--- src/hdl/dpic_pkg.sv ---
// Shared widths, sqrt stage data and sequencer states for the diagonal pair index converter.
package dpic_pkg;

  localparam int COORD_BITS = 16;
  // row/col result width and root width
  localparam int RW    = COORD_BITS + 1;
  localparam int VW    = 2 * COORD_BITS + 1;
  // radicand is 2*value
  localparam int RAD_W = 2 * RW;
  localparam int REM_W = RW + 2;
  // diagonal index, one bit over the root
  localparam int DW    = RW + 1;
  localparam int PW    = 2 * DW;
  localparam int TW    = PW - 1;

  typedef struct packed {
    logic [RAD_W-1:0] rad;
    logic [REM_W-1:0] rem;
    logic [RW-1:0]    root;
  } sq_t;

  typedef enum logic [2:0] {
    ST_IDLE,
    ST_ROOT,
    ST_MUL,
    ST_ADJ,
    ST_FIN
  } state_t;

endpackage

--- src/hdl/dpic_sqrt_cell.sv ---
// One digit step of the square root chain: two radicand bits in, one root bit out.
module dpic_sqrt_cell
  import dpic_pkg::*;
(
  input  logic clk,
  input  logic rst_n,
  input  logic src_v,
  input  sq_t  src_d,
  output logic dst_v,
  output sq_t  dst_d
);

  logic             v_r;
  sq_t              d_r;
  sq_t              d_nxt;
  logic [REM_W-1:0] rem_sh;
  logic [REM_W-1:0] trial;
  logic             fits;

  always_comb begin
    rem_sh = {src_d.rem[REM_W-3:0], src_d.rad[RAD_W-1 -: 2]};
    trial  = {src_d.root, 2'b01};
    fits   = (rem_sh >= trial);
    d_nxt.rad  = {src_d.rad[RAD_W-3:0], 2'b00};
    d_nxt.rem  = fits ? (rem_sh - trial) : rem_sh;
    d_nxt.root = {src_d.root[RW-2:0], fits};
  end

  always_ff @(posedge clk) begin
    if (!rst_n) begin
      v_r <= 1'b0;
    end else begin
      v_r <= src_v;
    end
  end

  always_ff @(posedge clk) begin
    d_r <= d_nxt;
  end

  assign dst_v = v_r;
  assign dst_d = d_r;

endmodule

--- src/hdl/diagonal_pair_index_converter.sv ---
// Diagonal pair index converter: Cantor pairing (command 0) and its inverse (command 1).
// Command 0 steps through the MUL, ADJ and FIN states; command 1 first waits in ROOT for
// the RW-cell square root chain, which resolves one root bit per cell, and then does the same.
// One request is in flight at a time: busy drops in the result cycle, so a new request
// is taken only after the last one has produced its result.
// out_valid pulses for one cycle; the receiver cannot stall it.
// Synchronous active-low reset returns the sequencer to idle and clears out_valid.
module diagonal_pair_index_converter
  import dpic_pkg::*;
(
  input  logic                  clk,
  input  logic                  rst_n,
  input  logic                  start,
  output logic                  busy,
  input  logic                  in_command,
  input  logic [COORD_BITS-1:0] in_row_in,
  input  logic [COORD_BITS-1:0] in_col_in,
  input  logic [VW-1:0]         in_value_in,
  output logic                  out_valid,
  output logic [VW-1:0]         out_value_out,
  output logic [RW-1:0]         out_row_out,
  output logic [RW-1:0]         out_col_out,
  output logic                  out_input_error
);

  state_t                state_r, state_nxt;
  logic                  cmd_r, cmd_nxt;
  logic [COORD_BITS-1:0] row_r, row_nxt;
  logic [COORD_BITS-1:0] col_r, col_nxt;
  logic [VW-1:0]         val_r, val_nxt;
  logic                  err_r, err_nxt;
  logic [RW-1:0]         s_r, s_nxt;
  logic [TW-1:0]         tri_r, tri_nxt;
  logic [TW-1:0]         base_r, base_nxt;
  logic [DW-1:0]         dg_r, dg_nxt;
  logic                  ov_r, ov_nxt;
  logic [VW-1:0]         ovalue_r, ovalue_nxt;
  logic [RW-1:0]         orow_r, orow_nxt;
  logic [RW-1:0]         ocol_r, ocol_nxt;
  logic                  oerr_r, oerr_nxt;

  logic                  chain_v [RW+1];
  sq_t                   chain_d [RW+1];

  logic [DW-1:0]         dsum;
  logic [DW-1:0]         mul_a;
  logic [DW-1:0]         mul_b;
  logic [PW-1:0]         prod;
  logic [TW-1:0]         val_ext;
  logic [TW-1:0]         s_ext;
  logic [TW-1:0]         diff;
  logic [DW-1:0]         c_fin;
  logic [DW:0]           r_fin;
  logic                  too_big;
  logic [TW-1:0]         vsum;

  assign busy = (state_r != ST_IDLE);

  // feed the root chain with 2*value
  assign chain_v[0]      = start && (state_r == ST_IDLE) && in_command;
  assign chain_d[0].rad  = {in_value_in, 1'b0};
  assign chain_d[0].rem  = '0;
  assign chain_d[0].root = '0;

  for (genvar i = 0; i < RW; i++) begin : g_cell
    dpic_sqrt_cell u_cell (
      .clk   (clk),
      .rst_n (rst_n),
      .src_v (chain_v[i]),
      .src_d (chain_d[i]),
      .dst_v (chain_v[i+1]),
      .dst_d (chain_d[i+1])
    );
  end

  // tri(d-1) = (d-1)*d/2 for command 0, tri(s) = s*(s+1)/2 for command 1
  assign dsum    = DW'(row_r) + DW'(col_r) - DW'(1);
  assign mul_a   = cmd_r ? DW'(s_r) : (dsum - DW'(1));
  assign mul_b   = cmd_r ? (DW'(s_r) + DW'(1)) : dsum;
  assign prod    = PW'(mul_a) * PW'(mul_b);
  assign val_ext = TW'(val_r);
  assign s_ext   = TW'(s_r);

  assign diff    = val_ext - base_r;
  assign c_fin   = diff[DW-1:0];
  assign r_fin   = (DW+1)'(dg_r) + (DW+1)'(1) - (DW+1)'(c_fin);
  assign too_big = (|r_fin[DW:RW]) || (|c_fin[DW-1:RW]);
  assign vsum    = tri_r + TW'(col_r);

  always_comb begin
    state_nxt  = state_r;
    cmd_nxt    = cmd_r;
    row_nxt    = row_r;
    col_nxt    = col_r;
    val_nxt    = val_r;
    err_nxt    = err_r;
    s_nxt      = s_r;
    tri_nxt    = tri_r;
    base_nxt   = base_r;
    dg_nxt     = dg_r;
    ov_nxt     = 1'b0;
    ovalue_nxt = ovalue_r;
    orow_nxt   = orow_r;
    ocol_nxt   = ocol_r;
    oerr_nxt   = oerr_r;
    case (state_r)
      ST_IDLE: begin
        if (start) begin
          cmd_nxt = in_command;
          row_nxt = in_row_in;
          col_nxt = in_col_in;
          val_nxt = in_value_in;
          if (in_command) begin
            err_nxt   = (in_value_in == '0);
            state_nxt = ST_ROOT;
          end else begin
            err_nxt   = (in_row_in == '0) || (in_col_in == '0);
            state_nxt = ST_MUL;
          end
        end
      end
      ST_ROOT: begin
        if (chain_v[RW]) begin
          s_nxt     = chain_d[RW].root;
          state_nxt = ST_MUL;
        end
      end
      ST_MUL: begin
        tri_nxt   = prod[PW-1:1];
        state_nxt = ST_ADJ;
      end
      ST_ADJ: begin
        // pick the smallest diagonal whose triangle covers the value
        if (tri_r >= val_ext) begin
          base_nxt = tri_r - s_ext;
          dg_nxt   = DW'(s_r);
        end else begin
          base_nxt = tri_r;
          dg_nxt   = DW'(s_r) + DW'(1);
        end
        state_nxt = ST_FIN;
      end
      ST_FIN: begin
        ov_nxt     = 1'b1;
        ovalue_nxt = '0;
        orow_nxt   = '0;
        ocol_nxt   = '0;
        oerr_nxt   = err_r;
        if (!err_r) begin
          if (cmd_r) begin
            if (too_big) begin
              oerr_nxt = 1'b1;
            end else begin
              orow_nxt = r_fin[RW-1:0];
              ocol_nxt = c_fin[RW-1:0];
            end
          end else begin
            ovalue_nxt = vsum[VW-1:0];
          end
        end
        state_nxt = ST_IDLE;
      end
      default: begin
        state_nxt = ST_IDLE;
      end
    endcase
  end

  always_ff @(posedge clk) begin
    if (!rst_n) begin
      state_r <= ST_IDLE;
      ov_r    <= 1'b0;
    end else begin
      state_r <= state_nxt;
      ov_r    <= ov_nxt;
    end
  end

  always_ff @(posedge clk) begin
    cmd_r    <= cmd_nxt;
    row_r    <= row_nxt;
    col_r    <= col_nxt;
    val_r    <= val_nxt;
    err_r    <= err_nxt;
    s_r      <= s_nxt;
    tri_r    <= tri_nxt;
    base_r   <= base_nxt;
    dg_r     <= dg_nxt;
    ovalue_r <= ovalue_nxt;
    orow_r   <= orow_nxt;
    ocol_r   <= ocol_nxt;
    oerr_r   <= oerr_nxt;
  end

  assign out_valid       = ov_r;
  assign out_value_out   = ovalue_r;
  assign out_row_out     = orow_r;
  assign out_col_out     = ocol_r;
  assign out_input_error = oerr_r;

endmodule
--- config.mk ---
export PLATFORM = sky130hd
export DESIGN_NAME = diagonal_pair_index_converter
export DESIGN_NICKNAME = d
export VERILOG_FILES = /design/src/hdl/dpic_pkg.sv /design/src/hdl/dpic_sqrt_cell.sv /design/src/hdl/diagonal_pair_index_converter.sv
export SDC_FILE = /design/constraint.sdc
export NUM_CORES = 2
export LEC_CHECK = 0
export BUFFER_PORTS_ARGS = -buffer_cell sky130_fd_sc_hd__clkbuf_2
export CORE_UTILIZATION = 40
export DETAILED_ROUTE_END_ITERATION = 10
export PLACE_DENSITY = 0.64
export SLEW_MARGIN = 20
export SYNTH_ARGS = -nofsm -noshare
export SYNTH_HDL_FRONTEND = slang
export SYNTH_HIERARCHICAL = 1
export SYNTH_SLANG_ARGS = --single-unit
export TNS_END_PERCENT = 30
--- constraint.sdc ---
create_clock -name clk -period 11.3 [get_ports clk]
set_input_delay 1.695 -clock clk [delete_from_list [all_inputs] [get_ports clk]]
set_output_delay 1.695 -clock clk [all_outputs]
set_load 0.01 [all_outputs]
==> results by group <==
Run status
  – Outcome: finished clean

Clocking
  – Clk sinks: ~1100
  – # hold bufs at CTS: 0
  – CTS Buf Count: roughly 110
  – Root Buffer: clkbuf_16
  – Htree depth: 3
  – CTS Buffer Depth: 3
  – Worst-path clk slew: 0.07 ns
  – CTS tree: built
  – Clk Latency, worst-skew pair: 0.74 ns
  – Post-CTS Setup Bufs: 0
  – PostCTS Resize Cnt: 0

STA
  – Final Hold Viols: 0
  – Normalized max-slew margin: 20.06%
  – Hold_ws: 0.3032 ns
  – Max-slew violation count: 0
  – Least-Margin Pin Slew: 1.184 ns
  – Final Critical Period: about 10 ns
  – Fmax: ~97 MHz
  – Setup TNS: 0 ns
  – Unrepaired setup endpoints after global routing: no
  – # setup viols final: 0
  – Final period util: 91.60%
  – Max Clock Skew: ~0.033 ns

Synthesis
  – Ys Warns: 6
  – Mapped Cells: 6296
  – Avg Inst Size Synth: around 10 µm²
  – Synthesized cell area: 62770 µm²

Detailed routing
  – Residual DRC count: 0
  – Vias: 44000
  – Post-DR wirelength/cell: ~18 µm
  – Total Wirelength: 156.3 mm
  – Via-per-instance ratio: between 5 and 6
  – DR iter-0 viols: 2701
  – Routed Antenna Nets: 0
  – Count of TritonRoute iterations in the first routing pass: 6

Placed design
  – Placed Cells: roughly 8400
  – Count of buffers from port buffering: 138
  – GPL Wtd Cong: slightly above 0.9
  – Post-DP HPWL: 124.0 mm

GRT
  – Total grt overflow: 0
  – First-pass GRT wire length: about 240 mm
  – Initial antenna violation count: 8
  – Largest net degree at the start of global routing: 69
  – All-Layer GR Usage: 19.66%
  – Vias in the first global route: 44300

Floorplan
  – Die width: 398.1 µm
  – Row count: 145
  – Die height: 398.1 µm
  – Initial core utilization: between 40% and 50%
  – Core Region: 156000 µm²
  – Die area: 158500 µm²
  – I/O pin total: 139

Critical path
  – WP data arrival: 10.84 ns
  – Crit Path Class: register to register
  – Req. time, crit path: between 10 and 15 ns
  – Reg2reg path depth: 35
  – Stages on the worst setup path: 35
  – R2r setup slk: about 0.95 ns
  – Crit start category: register
  – Slowest-stage cell, CP: mux2i_1
  – Buf/Inv on CP: 7
  – CP peak stage delay: 0.84 ns
  – Max FO, Critical Path: 9
  – CP endpoint kind: register
  – Crit path max-delay family: adder cells

Final layout
  – Area grow syn2layout: 9.533%
  – Fin nets: 7377
  – Final Non-Filler Cells: 8614
  – Layout Utilization: 44.06%
  – Fraction of layout cells with a size suffix above 1: 11.72%

Job
  – MaxCap Viol Count: 0

Worst hold path
  – Hold Crit Class: register to register
  – Hold Crit Depth: 0
[worst paths after layout]
path / from / to
worst max-delay path: col_r[1] / tri_r[33]
worst min-delay path: g_cell[3].u_cell/dst_d[49] / g_cell[4].u_cell/dst_d[51]
worst max register to register: col_r[1] / tri_r[33]
worst min register to register: g_cell[3].u_cell/dst_d[49] / g_cell[4].u_cell/dst_d[51]
[cell type report]
class,count,area [µm²]
flip-flops and latches,1077,23790
clock buffers,148,3092
clock inverters,48,581.8
inverters,808,3033
fillers,14990,87280
repair buffers,173,953.4
multi-input cells,4298,34710
well taps,2058,2575
diodes,4,10.01
[per-layer routing]
layer / share of wire, % / GRT usage, %
met1: 44 / 25.65
met2: 47 / 32.55
met3: 5.5 / 3.285
met4: 3.7 / 7.266
met5: 0 / 0
[cells in the final DEF, fill, tap and decap left out, types with 80 or more instances in the layout]
cell type	count
fa_1	261
nand3_1	128
mux2_2	153
nor2_1	397
dfxtp_1	854
a21o_1	99
nand2_1	575
xor2_1	160
xnor2_1	224
edfxtp_1	223
ha_1	583
a21oi_1	376
nand2b_1	80
inv_1	809
nor3_1	90
clkbuf_2	139
o21ai_0	221
o211ai_1	87
mux2_4	96
clkbuf_16	111
[stage by stage]
stage / instance area, µm² / setup slack, ns
4_1_cts: 68740 / 1.032
5_1_grt: 68740 / 0.4359
3_3_place_gp: 65060 / 1.269
3_5_place_dp: 65060 / 1.058
6_report: 68750 / 0.9494
2_1_floorplan: 63010 / 2.132
[worst reg2reg max path: cells and delay by family, from the launching register on]
| kind | cells | cell delay (ns) |
|---|---|---|
| adders and majority gates | 10 | 4.31 |
| and+or+nand+nor | 9 | 2.35 |
| AOI/OAI and AO/OA | 6 | 1.50 |
| muxes | 1 | 0.84 |
| buffers and inverters | 7 | 0.45 |
| DFF | 1 | 0.40 |
| xor gates and xnor gates | 2 | 0.24 |
[sequential cells by signal (all words and copies together) (netlist names), 17 cells and up]
register	cells
g_cell.u_cell/dst_d	833
tri_r	35
out_value_out	33
val_r	33
base_r	18
dg_r	18
g_cell.u_cell/dst_v	17
out_col_out	17
out_row_out	17
s_r	17
Power is not shown: default switching activity piles up to over one toggle a cycle in this logic, so the estimate is an artifact.
